$ cat src/sv/assert_macros.svh
// Assertion macros shared by the RTL of the Euler tour block
`ifndef ASSERT_MACROS_SVH
`define ASSERT_MACROS_SVH

`ifndef SYNTHESIS
`define DET_ASSERT(lbl, clk, rst, prop) \
  lbl: assert property (@(posedge clk) disable iff (rst) prop) \
    else $error("assertion failed");
`define DET_NEVER(lbl, clk, rst, expr) \
  lbl: assert property (@(posedge clk) disable iff (rst) !(expr)) \
    else $error("forbidden condition seen");
`else
`define DET_ASSERT(lbl, clk, rst, prop)
`define DET_NEVER(lbl, clk, rst, expr)
`endif

`endif

$ cat src/sv/det_pkg.sv
// Types, constants and helpers for the depth-first Euler tour block
`timescale 1ns / 1ps
package det_pkg;

  localparam int NODES  = 32;
  localparam int EDGES  = 64;

  localparam int NODE_W = 5;
  localparam int TICK_W = 6;
  localparam int STAT_W = 3;
  localparam int OP_W   = 2;
  localparam int EIDX_W = $clog2(EDGES);
  localparam int LINK_W = EIDX_W + 1;
  localparam int SIDX_W = (NODES > 1) ? $clog2(NODES) : 1;
  localparam int SP_W   = $clog2(NODES + 1);
  localparam int CNT_W  = $clog2(EDGES + 1);

  localparam logic [LINK_W-1:0] NULL_LINK = LINK_W'(EDGES);

  localparam logic [OP_W-1:0] OP_ADD   = 2'd0;
  localparam logic [OP_W-1:0] OP_RUN   = 2'd1;
  localparam logic [OP_W-1:0] OP_CLEAR = 2'd2;

  localparam logic [STAT_W-1:0] ST_ENTER   = 3'd0;
  localparam logic [STAT_W-1:0] ST_LEAVE   = 3'd1;
  localparam logic [STAT_W-1:0] ST_STORED  = 3'd2;
  localparam logic [STAT_W-1:0] ST_DROPPED = 3'd3;
  localparam logic [STAT_W-1:0] ST_CLEARED = 3'd4;

  typedef struct packed {
    logic              wr_new;
    logic              wr_link;
    logic [EIDX_W-1:0] addr;
    logic [NODE_W-1:0] target;
    logic [LINK_W-1:0] link;
  } edge_req_t;

  typedef struct packed {
    logic              clear;
    logic              wr;
    logic [SIDX_W-1:0] addr;
    logic [LINK_W-1:0] head;
    logic [LINK_W-1:0] tail;
  } list_req_t;

  typedef struct packed {
    logic [NODE_W-1:0] node;
    logic [LINK_W-1:0] cur;
  } stack_ent_t;

  function automatic logic node_ok(input logic [NODE_W-1:0] n);
    return (NODE_W + 1)'(n) < (NODE_W + 1)'(NODES);
  endfunction

  function automatic logic link_null(input logic [LINK_W-1:0] l);
    return l >= NULL_LINK;
  endfunction

endpackage

$ cat src/sv/det_edge_mem.sv
// Edge store: target node and next link of each adjacency entry
`timescale 1ns / 1ps
module det_edge_mem import det_pkg::*; (
  input  logic              clk,
  input  edge_req_t         req,
  output logic [NODE_W-1:0] rd_target,
  output logic [LINK_W-1:0] rd_link
);

  logic [NODE_W-1:0] target_mem [EDGES];
  logic [LINK_W-1:0] link_mem   [EDGES];

  always_ff @(posedge clk) begin
    if (req.wr_new) begin
      target_mem[req.addr] <= req.target;
      link_mem[req.addr]   <= req.link;
    end
    if (req.wr_link) begin
      link_mem[req.addr] <= req.link;
    end
    rd_target <= target_mem[req.addr];
    rd_link   <= link_mem[req.addr];
  end

endmodule

$ cat src/sv/det_list_mem.sv
// Per-node list head and tail store; entries not yet written read as null
`timescale 1ns / 1ps
module det_list_mem import det_pkg::*; (
  input  logic              clk,
  input  logic              rst,
  input  list_req_t         req,
  output logic [LINK_W-1:0] rd_head,
  output logic [LINK_W-1:0] rd_tail
);

  logic [LINK_W-1:0] head_mem [NODES];
  logic [LINK_W-1:0] tail_mem [NODES];
  logic [NODES-1:0]  valid;
  logic [LINK_W-1:0] head_raw;
  logic [LINK_W-1:0] tail_raw;
  logic              rd_valid;

  always_ff @(posedge clk) begin
    if (rst || req.clear) begin
      valid <= '0;
    end else if (req.wr) begin
      valid[req.addr] <= 1'b1;
    end
  end

  always_ff @(posedge clk) begin
    if (req.wr) begin
      head_mem[req.addr] <= req.head;
      tail_mem[req.addr] <= req.tail;
    end
    head_raw <= head_mem[req.addr];
    tail_raw <= tail_mem[req.addr];
    rd_valid <= valid[req.addr];
  end

  assign rd_head = rd_valid ? head_raw : NULL_LINK;
  assign rd_tail = rd_valid ? tail_raw : NULL_LINK;

endmodule

$ cat src/sv/det_stack_mem.sv
// Walk stack store: node and list cursor of every frame below the top
`timescale 1ns / 1ps
module det_stack_mem import det_pkg::*; (
  input  logic              clk,
  input  logic              we,
  input  logic [SIDX_W-1:0] waddr,
  input  stack_ent_t        wdata,
  input  logic [SIDX_W-1:0] raddr,
  output stack_ent_t        rdata
);

  stack_ent_t mem [NODES];

  always_ff @(posedge clk) begin
    if (we) begin
      mem[waddr] <= wdata;
    end
    rdata <= mem[raddr];
  end

endmodule

$ cat src/sv/dfs_euler_tour_top.sv
// Top level: command decode and depth-first walk sequencer over the stores
// Add: S_ADD_B writes the entry, S_ADD_C chains the old tail, then stored;
// dropped add and clear: result in the cycle after accept. Run: start node
// enter in the cycle after accept, then S_HEAD, S_STEP, S_EDGE and S_POP on
// one-port stores; busy stays high until the final leave result is shown.
// Reset clears the lists, edge count and tick at once; no clearing pass.
// Results last one cycle each on strobe; the receiver cannot stall them.
`timescale 1ns / 1ps
`include "assert_macros.svh"
module dfs_euler_tour_top import det_pkg::*; (
  input  logic              clk,
  input  logic              rst,
  input  logic              start,
  output logic              busy,
  input  logic [OP_W-1:0]   op,
  input  logic [NODE_W-1:0] from_node,
  input  logic [NODE_W-1:0] to_node,
  output logic              strobe,
  output logic [STAT_W-1:0] status,
  output logic [NODE_W-1:0] node,
  output logic [TICK_W-1:0] stamp,
  output logic              last
);

  localparam logic [2:0] S_IDLE  = 3'd0;
  localparam logic [2:0] S_ADD_B = 3'd1;
  localparam logic [2:0] S_ADD_C = 3'd2;
  localparam logic [2:0] S_HEAD  = 3'd3;
  localparam logic [2:0] S_STEP  = 3'd4;
  localparam logic [2:0] S_POP   = 3'd5;
  localparam logic [2:0] S_EDGE  = 3'd6;

  logic [2:0]        state;
  logic [CNT_W-1:0]  edges_used;
  logic [TICK_W-1:0] tick;
  logic [SP_W-1:0]   sp;
  logic [NODE_W-1:0] top_node;
  logic [LINK_W-1:0] top_cur;
  logic [NODES-1:0]  seen;
  logic [NODE_W-1:0] add_from;
  logic [NODE_W-1:0] add_to;
  logic [LINK_W-1:0] add_tail;
  logic [EIDX_W-1:0] add_edge;

  edge_req_t         edge_req;
  list_req_t         list_req;
  logic [NODE_W-1:0] edge_rd_target;
  logic [LINK_W-1:0] edge_rd_link;
  logic [LINK_W-1:0] list_rd_head;
  logic [LINK_W-1:0] list_rd_tail;
  logic              stk_we;
  logic [SIDX_W-1:0] stk_waddr;
  logic [SIDX_W-1:0] stk_raddr;
  stack_ent_t        stk_wdata;
  stack_ent_t        stk_rdata;

  logic              accept;
  logic              edges_full;
  logic              add_drop;
  logic              emit;
  logic [EIDX_W-1:0] new_edge;
  logic [SP_W-1:0]   sp_m1;
  logic [SP_W-1:0]   sp_m2;
  logic [SIDX_W-1:0] x_idx;
  logic              take_x;

  assign busy       = (state != S_IDLE);
  assign accept     = start && !busy;
  assign edges_full = (edges_used >= CNT_W'(EDGES));
  assign add_drop   = !node_ok(from_node) || !node_ok(to_node) || edges_full;
  assign new_edge   = edges_used[EIDX_W-1:0];
  assign sp_m1      = sp - SP_W'(1);
  assign sp_m2      = sp - SP_W'(2);
  assign x_idx      = edge_rd_target[SIDX_W-1:0];
  assign take_x     = node_ok(edge_rd_target) && !seen[x_idx] && (sp < SP_W'(NODES));

  // a result goes out on the edge after any of these
  assign emit = (accept && (((op == OP_ADD) && add_drop) ||
                            ((op == OP_RUN) && node_ok(from_node)) ||
                            (op == OP_CLEAR)))
             || (state == S_ADD_C)
             || ((state == S_STEP) && link_null(top_cur))
             || ((state == S_EDGE) && take_x);

  // store requests
  always_comb begin
    edge_req        = '0;
    edge_req.addr   = top_cur[EIDX_W-1:0];
    list_req        = '0;
    list_req.addr   = from_node[SIDX_W-1:0];
    stk_we          = 1'b0;
    stk_waddr       = sp_m1[SIDX_W-1:0];
    stk_raddr       = sp_m2[SIDX_W-1:0];
    stk_wdata.node  = top_node;
    stk_wdata.cur   = edge_rd_link;
    case (state)
      S_IDLE: begin
        list_req.clear = accept && (op == OP_CLEAR);
      end
      S_ADD_B: begin
        edge_req.wr_new = 1'b1;
        edge_req.addr   = new_edge;
        edge_req.target = add_to;
        edge_req.link   = NULL_LINK;
        list_req.wr     = 1'b1;
        list_req.addr   = add_from[SIDX_W-1:0];
        list_req.head   = link_null(list_rd_tail) ? LINK_W'(new_edge) : list_rd_head;
        list_req.tail   = LINK_W'(new_edge);
      end
      S_ADD_C: begin
        // chain the previous tail onto the new entry
        edge_req.wr_link = !link_null(add_tail);
        edge_req.addr    = add_tail[EIDX_W-1:0];
        edge_req.link    = LINK_W'(add_edge);
      end
      S_EDGE: begin
        list_req.addr = x_idx;
        stk_we        = take_x;
      end
      default: begin
      end
    endcase
  end

  always_ff @(posedge clk) begin
    if (rst) begin
      strobe <= 1'b0;
    end else begin
      strobe <= emit;
    end
  end

  always_ff @(posedge clk) begin
    if (rst) begin
      state      <= S_IDLE;
      edges_used <= '0;
      tick       <= '0;
      sp         <= '0;
      seen       <= '0;
    end else begin
      case (state)
        S_IDLE: begin
          if (accept) begin
            case (op)
              OP_ADD: begin
                if (add_drop) begin
                  status <= ST_DROPPED;
                  node   <= from_node;
                  stamp  <= '0;
                  last   <= 1'b1;
                end else begin
                  add_from <= from_node;
                  add_to   <= to_node;
                  state    <= S_ADD_B;
                end
              end
              OP_RUN: begin
                if (node_ok(from_node)) begin
                  seen     <= NODES'(1) << from_node[SIDX_W-1:0];
                  status   <= ST_ENTER;
                  node     <= from_node;
                  stamp    <= '0;
                  last     <= 1'b0;
                  tick     <= TICK_W'(1);
                  top_node <= from_node;
                  sp       <= SP_W'(1);
                  state    <= S_HEAD;
                end
              end
              OP_CLEAR: begin
                edges_used <= '0;
                status     <= ST_CLEARED;
                node       <= '0;
                stamp      <= '0;
                last       <= 1'b1;
              end
              default: begin
              end
            endcase
          end
        end
        S_ADD_B: begin
          add_tail   <= list_rd_tail;
          add_edge   <= new_edge;
          edges_used <= edges_used + CNT_W'(1);
          state      <= S_ADD_C;
        end
        S_ADD_C: begin
          status <= ST_STORED;
          node   <= add_from;
          stamp  <= '0;
          last   <= 1'b1;
          state  <= S_IDLE;
        end
        S_HEAD: begin
          top_cur <= list_rd_head;
          state   <= S_STEP;
        end
        S_STEP: begin
          if (link_null(top_cur)) begin
            status <= ST_LEAVE;
            node   <= top_node;
            stamp  <= tick;
            last   <= (sp == SP_W'(1));
            tick   <= tick + TICK_W'(1);
            sp     <= sp_m1;
            state  <= (sp == SP_W'(1)) ? S_IDLE : S_POP;
          end else begin
            state <= S_EDGE;
          end
        end
        S_POP: begin
          top_node <= stk_rdata.node;
          top_cur  <= stk_rdata.cur;
          state    <= S_STEP;
        end
        S_EDGE: begin
          if (take_x) begin
            seen[x_idx] <= 1'b1;
            status      <= ST_ENTER;
            node        <= edge_rd_target;
            stamp       <= tick;
            last        <= 1'b0;
            tick        <= tick + TICK_W'(1);
            top_node    <= edge_rd_target;
            sp          <= sp + SP_W'(1);
            state       <= S_HEAD;
          end else begin
            top_cur <= edge_rd_link;
            state   <= S_STEP;
          end
        end
        default: begin
          state <= S_IDLE;
        end
      endcase
    end
  end

  det_edge_mem u_edge_mem (
    .clk       (clk),
    .req       (edge_req),
    .rd_target (edge_rd_target),
    .rd_link   (edge_rd_link)
  );

  det_list_mem u_list_mem (
    .clk     (clk),
    .rst     (rst),
    .req     (list_req),
    .rd_head (list_rd_head),
    .rd_tail (list_rd_tail)
  );

  det_stack_mem u_stack_mem (
    .clk   (clk),
    .we    (stk_we),
    .waddr (stk_waddr),
    .wdata (stk_wdata),
    .raddr (stk_raddr),
    .rdata (stk_rdata)
  );

  `DET_ASSERT(a_mid_result_busy, clk, rst, (strobe && !last) |-> busy)
  `DET_ASSERT(a_enter_not_last, clk, rst, (strobe && status == ST_ENTER) |-> !last)
  `DET_ASSERT(a_last_frees, clk, rst, (strobe && last) |-> !busy)
  `DET_NEVER(a_sp_bound, clk, rst, sp > SP_W'(NODES))
  `DET_NEVER(a_edges_bound, clk, rst, edges_used > CNT_W'(EDGES))

endmodule
$ cat config.mk
export PLATFORM = sky130hd
export DESIGN_NAME = dfs_euler_tour_top
export DESIGN_NICKNAME = d
export VERILOG_FILES = /design/src/sv/det_pkg.sv /design/src/sv/det_edge_mem.sv /design/src/sv/det_list_mem.sv /design/src/sv/det_stack_mem.sv /design/src/sv/dfs_euler_tour_top.sv
export VERILOG_INCLUDE_DIRS = /design/src /design/src/sv
export SDC_FILE = /design/constraint.sdc
export NUM_CORES = 2
export LEC_CHECK = 0
export ABC_AREA = 1
export BUFFER_PORTS_ARGS = -buffer_cell sky130_fd_sc_hd__buf_2
export CORE_ASPECT_RATIO = 0.7
export CORE_MARGIN = 2
export CORE_UTILIZATION = 46
export CTS_BUF_LIST = sky130_fd_sc_hd__clkbuf_16
export DETAILED_ROUTE_END_ITERATION = 16
export SLEW_MARGIN = 20
export SYNTH_ARGS = -nofsm -noshare
export SYNTH_HDL_FRONTEND = slang
export SYNTH_SLANG_ARGS = --single-unit
$ cat constraint.sdc
create_clock -name clk -period 4.7 [get_ports clk]
set_input_delay 0.235 -clock clk [delete_from_list [all_inputs] [get_ports clk]]
set_output_delay 0.235 -clock clk [all_outputs]
set_load 0.03 [all_outputs]
=== After elaboration in Yosys (flattened, before gate mapping) ===
Memories as Yosys holds them, arrays and structs flattened. A register that Yosys moved wholly into a read port is not among the register bits.
Cells that the tools add are included.

* Flip-flop bits (word level): 138
* Memories kept: 5
* Input port bits: 15
* Bits in writable memories: 1600
* Output and inout bits: 17
* Logic and storage cells: 180

* Shifts and indexed selects: 1
* Order comparisons: 9
* Muxes and demuxes: 78
* Eq/ne operators: 20
* Reductions and logical operators: 39
* Bitwise operators: 5
* Add/subtract/negate cells: 5

{| class="wikitable"
|+ Memory list
! name !! words !! width !! rd ports !! clocked after Yosys merged registers in !! wr ports !! RTL line !! RTL
|-
| u_edge_mem.link_mem || 64 || 7 || 1 || 1 || 1 || det_edge_mem.sv:11 || <nowiki>logic [LINK_W-1:0] link_mem [EDGES];</nowiki>
|-
| u_stack_mem.mem || 32 || 12 || 1 || 1 || 1 || det_stack_mem.sv:12 || <nowiki>stack_ent_t mem [NODES];</nowiki>
|-
| u_edge_mem.target_mem || 64 || 5 || 1 || 1 || 1 || det_edge_mem.sv:10 || <nowiki>logic [NODE_W-1:0] target_mem [EDGES];</nowiki>
|-
| u_list_mem.head_mem || 32 || 7 || 1 || 1 || 1 || det_list_mem.sv:11 || <nowiki>logic [LINK_W-1:0] head_mem [NODES];</nowiki>
|-
| u_list_mem.tail_mem || 32 || 7 || 1 || 1 || 1 || det_list_mem.sv:12 || <nowiki>logic [LINK_W-1:0] tail_mem [NODES];</nowiki>
|}

{| class="wikitable"
|+ Operator list
! operator !! count
|-
| 32-bit 2-to-1 mux || 3
|-
| 32-bit bitwise OR || 2
|-
| 32-bit case mux with 2 select lines || 1
|-
| 6-bit 2-to-1 mux || 10
|-
| 7-bit 2-to-1 mux || 7
|-
| 6-bit case mux with 3 select lines || 2
|-
| 5-bit 2-to-1 mux || 7
|-
| 1-bit by 5-bit << shifter with 32-bit output (first input constant) || 1
|-
| 5-bit case mux with 3 select lines || 2
|-
| 7-bit >= comparator (second input constant) || 4
|-
| 7-bit case mux with 2 select lines || 2
|-
| 3-bit 2-to-1 mux || 9
|-
| 6-bit case mux with 2 select lines || 2
|-
| 6-bit case mux with 4 select lines || 1
|-
| 7-bit case mux with 3 select lines || 1
|-
| 5-bit case mux with 4 select lines || 1
|-
| 1-bit 2-to-1 mux || 18
|-
| 3-bit case mux with 5 select lines || 1
|-
| 5-bit AND reduction || 3
|-
| 14-bit 2-to-1 mux || 1
|-
| 7-bit AND reduction || 2
|-
| 6-bit by 1-bit adder with 6-bit output (second input constant) || 2
|-
| 5-bit by 6-bit less-than comparator with 1-bit output (second input constant) || 2
|-
| 3-bit inequality test (second input constant) || 4
|-
| other kinds (36) || 69
|}

=== Logic depth before layout (Yosys ltp) ===
* Word-level depth: 8
* Mapped depth: 19
* Gate-level depth less buffers: 16

=== Modules after synthesis ===
A second synthesis with hierarchy kept.

* Cells, all modules: 7639
* Area, all modules: 75957.8 um^2

{| class="wikitable"
|+ By module, submodules not included
! module !! area each (um^2) !! cells an instance !! times used !! sequential area each (um^2)
|-
| det_edge_mem || 33115.5 || 3302 || 1 || 23302.3
|-
| det_list_mem || 20420.8 || 2055 || 1 || 14393.8
|-
| det_stack_mem || 15899.0 || 1358 || 1 || 11771.3
|-
| dfs_euler_tour_top || 6522.5 || 924 || 1 || 2602.5
|}

=== Worst setup path before layout ===
OpenSTA, ideal clock, no wires.

* Kind: register -> register
* From: reg state[1]
* To: mem u_edge_mem.target_mem[0][0], data pin
* Path buffers: 2
* Setup slack: 1.673 ns
* Cell stages (with the launch flop): 6
* Data required time: 4.200 ns
* Arrival: 2.527 ns
* Clock period less this slack: 3.027 ns
* Library setup time: 0.500 ns
* Cell sequence: dfxtp_1 -> inv_2 -> nand3_2 -> clkbuf_1 -> clkbuf_1 -> nor2_1

{| class="wikitable"
|+ RTL lines
! element !! RTL line !! RTL
|-
| from (decl) || dfs_euler_tour_top.sv:33 || <nowiki>logic [2:0] state;</nowiki>
|-
| from (signal assigned) || dfs_euler_tour_top.sv:207 || <nowiki>state <= (sp == SP_W'(1)) ? S_IDLE : S_POP;</nowiki>
|-
| to (decl) || det_edge_mem.sv:10 ||
|}

=== Worst setup path in the final report ===
* From: reg state[0]
* To: mem u_list_mem.tail_mem[8][2] (netlist bit), enable pin

* Cells in the longest elaborated chain, start to end: 4
* Elaborated cells on any way between the ends: 6
* Classes of those cells: eq/ne (2); mux (4)

{| class="wikitable"
|+ Ends and longest elaborated chain
! element !! RTL line !! RTL
|-
| 3-bit by 1-bit equality test with 1-bit output || dfs_euler_tour_top.sv:96 || <nowiki>case (state)</nowiki>
|-
| 1-bit 2-to-1 mux || dfs_euler_tour_top.sv:96 ||
|-
| 1-bit 2-to-1 mux || det_list_mem.sv:27 || <nowiki>if (req.wr) begin</nowiki>
|-
| 1-bit 2-to-1 mux (implied by the code) || det_list_mem.sv:29 || <nowiki>tail_mem[req.addr] <= req.tail;</nowiki>
|-
| to (decl) || det_list_mem.sv:12 ||
|}

Several ways; a longest one is shown, not always the timed one.

==> impl_summary.txt <==
----------------------------------------------------
[Routing]
  Final Routed Wirelength ... 214,000 um
  Routed length on met2 ... 87,200 um
  Routed wire length per instance ... 23.4 um
  Router iterations before antenna repair ... 8
  DR DRC count ... 0
  Remaining antenna violation count ... 0
  Metal3 WL ... 24,000 um
  DR vias/cell ... 5.73
  DRT iter0 DRCs ... 6,890
  Detailed-route wire length on metal 1 ... 98,700 um
  Detailed-route via count ... 52,400
  Highest signal layer in the routed design ... met5

[STA]
  Max-slew violation count ... 0
  Tightest slew margin relative to the limit ... 0.262
  Fraction of the cycle the final worst path needs ... 0.905
  RSZ-0062 raised after global routing ... false
  Transition at the pin with the smallest max-transition slack ... 1100 ps
  Final hold violations ... 0
  Total Neg Setup Slack ... 0 ps
  Worst clock skew ... 31.8 ps
  Count of endpoints failing setup in the final report ... 0
  Shortest period the worst path allows ... 4250 ps
  Peak Freq ... 235 MHz
  Setup WS post-layout ... 447 ps

[Global route]
  Global Route Usage Sum ... 0.257
  Aggregate global routing overflow ... 0
  Antenna violations before repair ... 12
  Number of global-route vias before repair ... 48,500
  First-pass GRT wire length ... 319,000 um
  Pin count of the biggest net entering global routing ... 201

[Clock network]
  Total setup buffers inserted after CTS ... 0
  Max Root-Sink Buffers ... 3
  TritonCTS clock tree ... yes
  Clock latency on the worst-skew pair ... 820 ps
  Number of sinks on the clock net ... 1,743
  Clock slew seen by the registers of the worst setup and hold paths ... 70 ps
  Post-cts sizing count ... 0
  Root buf cell ... clkbuf_16
  Number of buffers created by CTS ... 164
  CTS HTree Levels ... 4

[Cells and area]
  Top library cells by usage in the layout, fill and taps aside ... nand2_1, edfxtp_1, nor2_1, nand4_1, o21ai_0
  Fin nets ... 6,936
  Synthesis-to-layout area growth ... 11.4%
  Share of cells above drive strength 1 ... 0.0851
  Leading cell type in the layout, fill and taps excluded ... nand2_1

[Critical path]
  Arrival @ worst endpoint ... 4690 ps
  Endpoint class of the critical path ... flop
  Crit path required time ... 5140 ps
  Worst Setup Start Kind ... flop
  Largest fanout on the critical path ... 23
  Class of the most critical setup path ... flop to flop

[Power and ir drop]
  Maximum vdd ir drop ... 0.406 mV
  Reported leakage power ... 31.9 nW
  Pwr Density ... 422 nW/um^2

[Die]
  Die height ... 339 um
  Core footprint ... 159,000 sq um
  Total die area ... 164,000 sq um
  I/O pin count ... 32
  Horizontal die dimension ... 483 um
  Site row count ... 122
  Initial core utilization ... 0.465

[Yosys]
  Syn Nets ... 6,965
  Multiplexer area fraction after synthesis ... 0.00183
  Library cell occupying the most area in the post-synthesis netlist ... edfxtp_1
  Xor/xnor cell area share of the yosys netlist ... 0.00119
  Number of register bits inferred by synthesis ... 1,743
  Number of instances in the synthesized netlist ... 6,934
  Fraction of the mapped netlist area in simple logic gates ... 0.221
  Proportion of register bits with asynchronous set or reset after synthesis ... 0
  Syn avg cell area ... 10.6 sq um
  Post-synth top area share ... 0.658
  Number of distinct library cells after synthesis ... 47
  Synth area leaders ... edfxtp_1, nand2_1, dfxtp_1, nand4_1, nor2_1
  Dominant register cell in the synthesized netlist ... edfxtp_1
  Fraction of the yosys area taken by sequential cells ... 0.692
  Count of flip-flops with a built-in enable after synthesis ... 1,618
  Number of synthesis warnings ... 0
  Cell Area, Synth ... 73,800 sq um
  Complex-gate fraction of the synthesized area ... 0.0472
  Synthesized-area fraction occupied by adder cells ... 0.00271
  Dominant combinational cell family by area after synthesis ... simple AND/OR/NAND/NOR gates

[Place]
  Pre-CTS setup slack ... 523 ps
  DPL Wire Length ... 126,000 um
  PortBufs ... 31
  Routability congestion estimate ... 0.937

[Outcome]
  Status ... finished, final reports clean

[Flow run]
  Max-cap viol count ... 0

[Min path]
  Min-delay worst type ... input port to flop

----------------------------------------------------
[cell usage after synthesis (all sizes together), types with 3 or more instances]
cell,count
ha,16
o22ai,35
nor4,8
a22o,32
clkbuf,272
nor2,508
mux2,12
xor2,7
nand3,103
nand2,2777
buf,173
edfxtp,1618
o211ai,15
a21oi,66
nor3,152
nor3b,4
o221ai,66
dfxtp,125
nand4,392
clkinv,5
xnor2,3
inv,165
o21ai,370
[area by class of cell]
class                           count  area, sq um
Fill cell                       13900        76500
Sequential cell                  1743        51100
Multi-Input combinational cell   4576        20600
Clock buffer                      166         4150
Tap cell                         2108         2640
Timing Repair Buffer              250         1990
Clock inverter                    134         1090
Inverter                          170          654
Antenna cell                        3         7.51
[worst max-delay path, cell delays in order (launching register included)]
cell,delay (ps)
dfxtp_1,480
nand2_2,120
nor2_4,460
nor2_4,170
a21oi_4,890
inv_2,360
nor2_4,180
nand2_1,220
inv_1,380
nand2_1,120
inv_1,460
[final timing paths]
path	from	to	slack, ps	cells past startpoint
setup reg to reg	state[0]$_SDFFE_PP0P_	u_list_mem.tail_mem[8][2]$_DFFE_PP_	450	10
setup / recovery	state[0]$_SDFFE_PP0P_	u_list_mem.tail_mem[8][2]$_DFFE_PP_	450	10
hold reg to reg	u_list_mem.valid[29]$_SDFFE_PP0P_	u_list_mem.valid[29]$_SDFFE_PP0P_	460	2
hold / removal	to_node[0]	add_to[0]$_DFFE_PP_	120	2
[routing by layer]
metal / vias to the layer above / global-route usage
met1: 25700 / 0.415
li1: 24000 / -
met3: 304 / 0.0672
met4: 4 / 0.0620
met5: - / 0
met2: 2518 / 0.340
[sequential cells by signal, indices dropped and copies added (netlist names), 12 cells and up]
| name | flops |
|---|---|
| u_stack_mem.rdata | 12 |
| seen | 32 |
| u_list_mem.head_mem | 224 |
| u_edge_mem.target_mem | 320 |
| u_list_mem.tail_mem | 192 |
| u_edge_mem.link_mem | 448 |
| u_stack_mem.mem | 384 |
| u_list_mem.valid | 32 |
[logic make-up (layout without fill, tap and decap cells)]
group | after synthesis | count (layout)
compound gates | 592 | 592
simple gates | 3946 | 3946
fa+ha+maj | 16 | 16
flops | 1743 | 1743
xor+xnor | 10 | 10
mux | 12 | 12
buf+inv | 615 | 720
other cells | 0 | 3
[what timing repair did]
action,4_1_cts,5_1_grt
hold endpoints to repair,38,0
hold buffers,15,0
setup endpoints to repair,0,0
[report_power, final]
part / total, mW / leakage [nW] / internal (mW) / switching, mW
clock network: 13.1 / 2.74 / 7.17 / 5.95
logic: 4.05 / 13.0 / 0.984 / 3.06
registers: 17.6 / 16.1 / 17.3 / 0.259
total: 34.7 / 31.9 / 25.5 / 9.27
[per-stage QoR]
step | hold slack, ps | power [mW] | utilization | cells | area, sq um
floorplan | 304 | 20.2 | - | 6934 | 73800
global placement | 413 | 21.8 | 0.484 | 8831 | 76800
detailed placement | 414 | 21.9 | 0.484 | 8831 | 76800
CTS | 62.7 | 34.9 | 0.518 | 9146 | 82200
global route | 93.0 | 35.9 | 0.518 | 9150 | 82200
finish | 123 | 34.7 | 0.518 | 9150 | 82200
(Power assumes the default switching activity.)
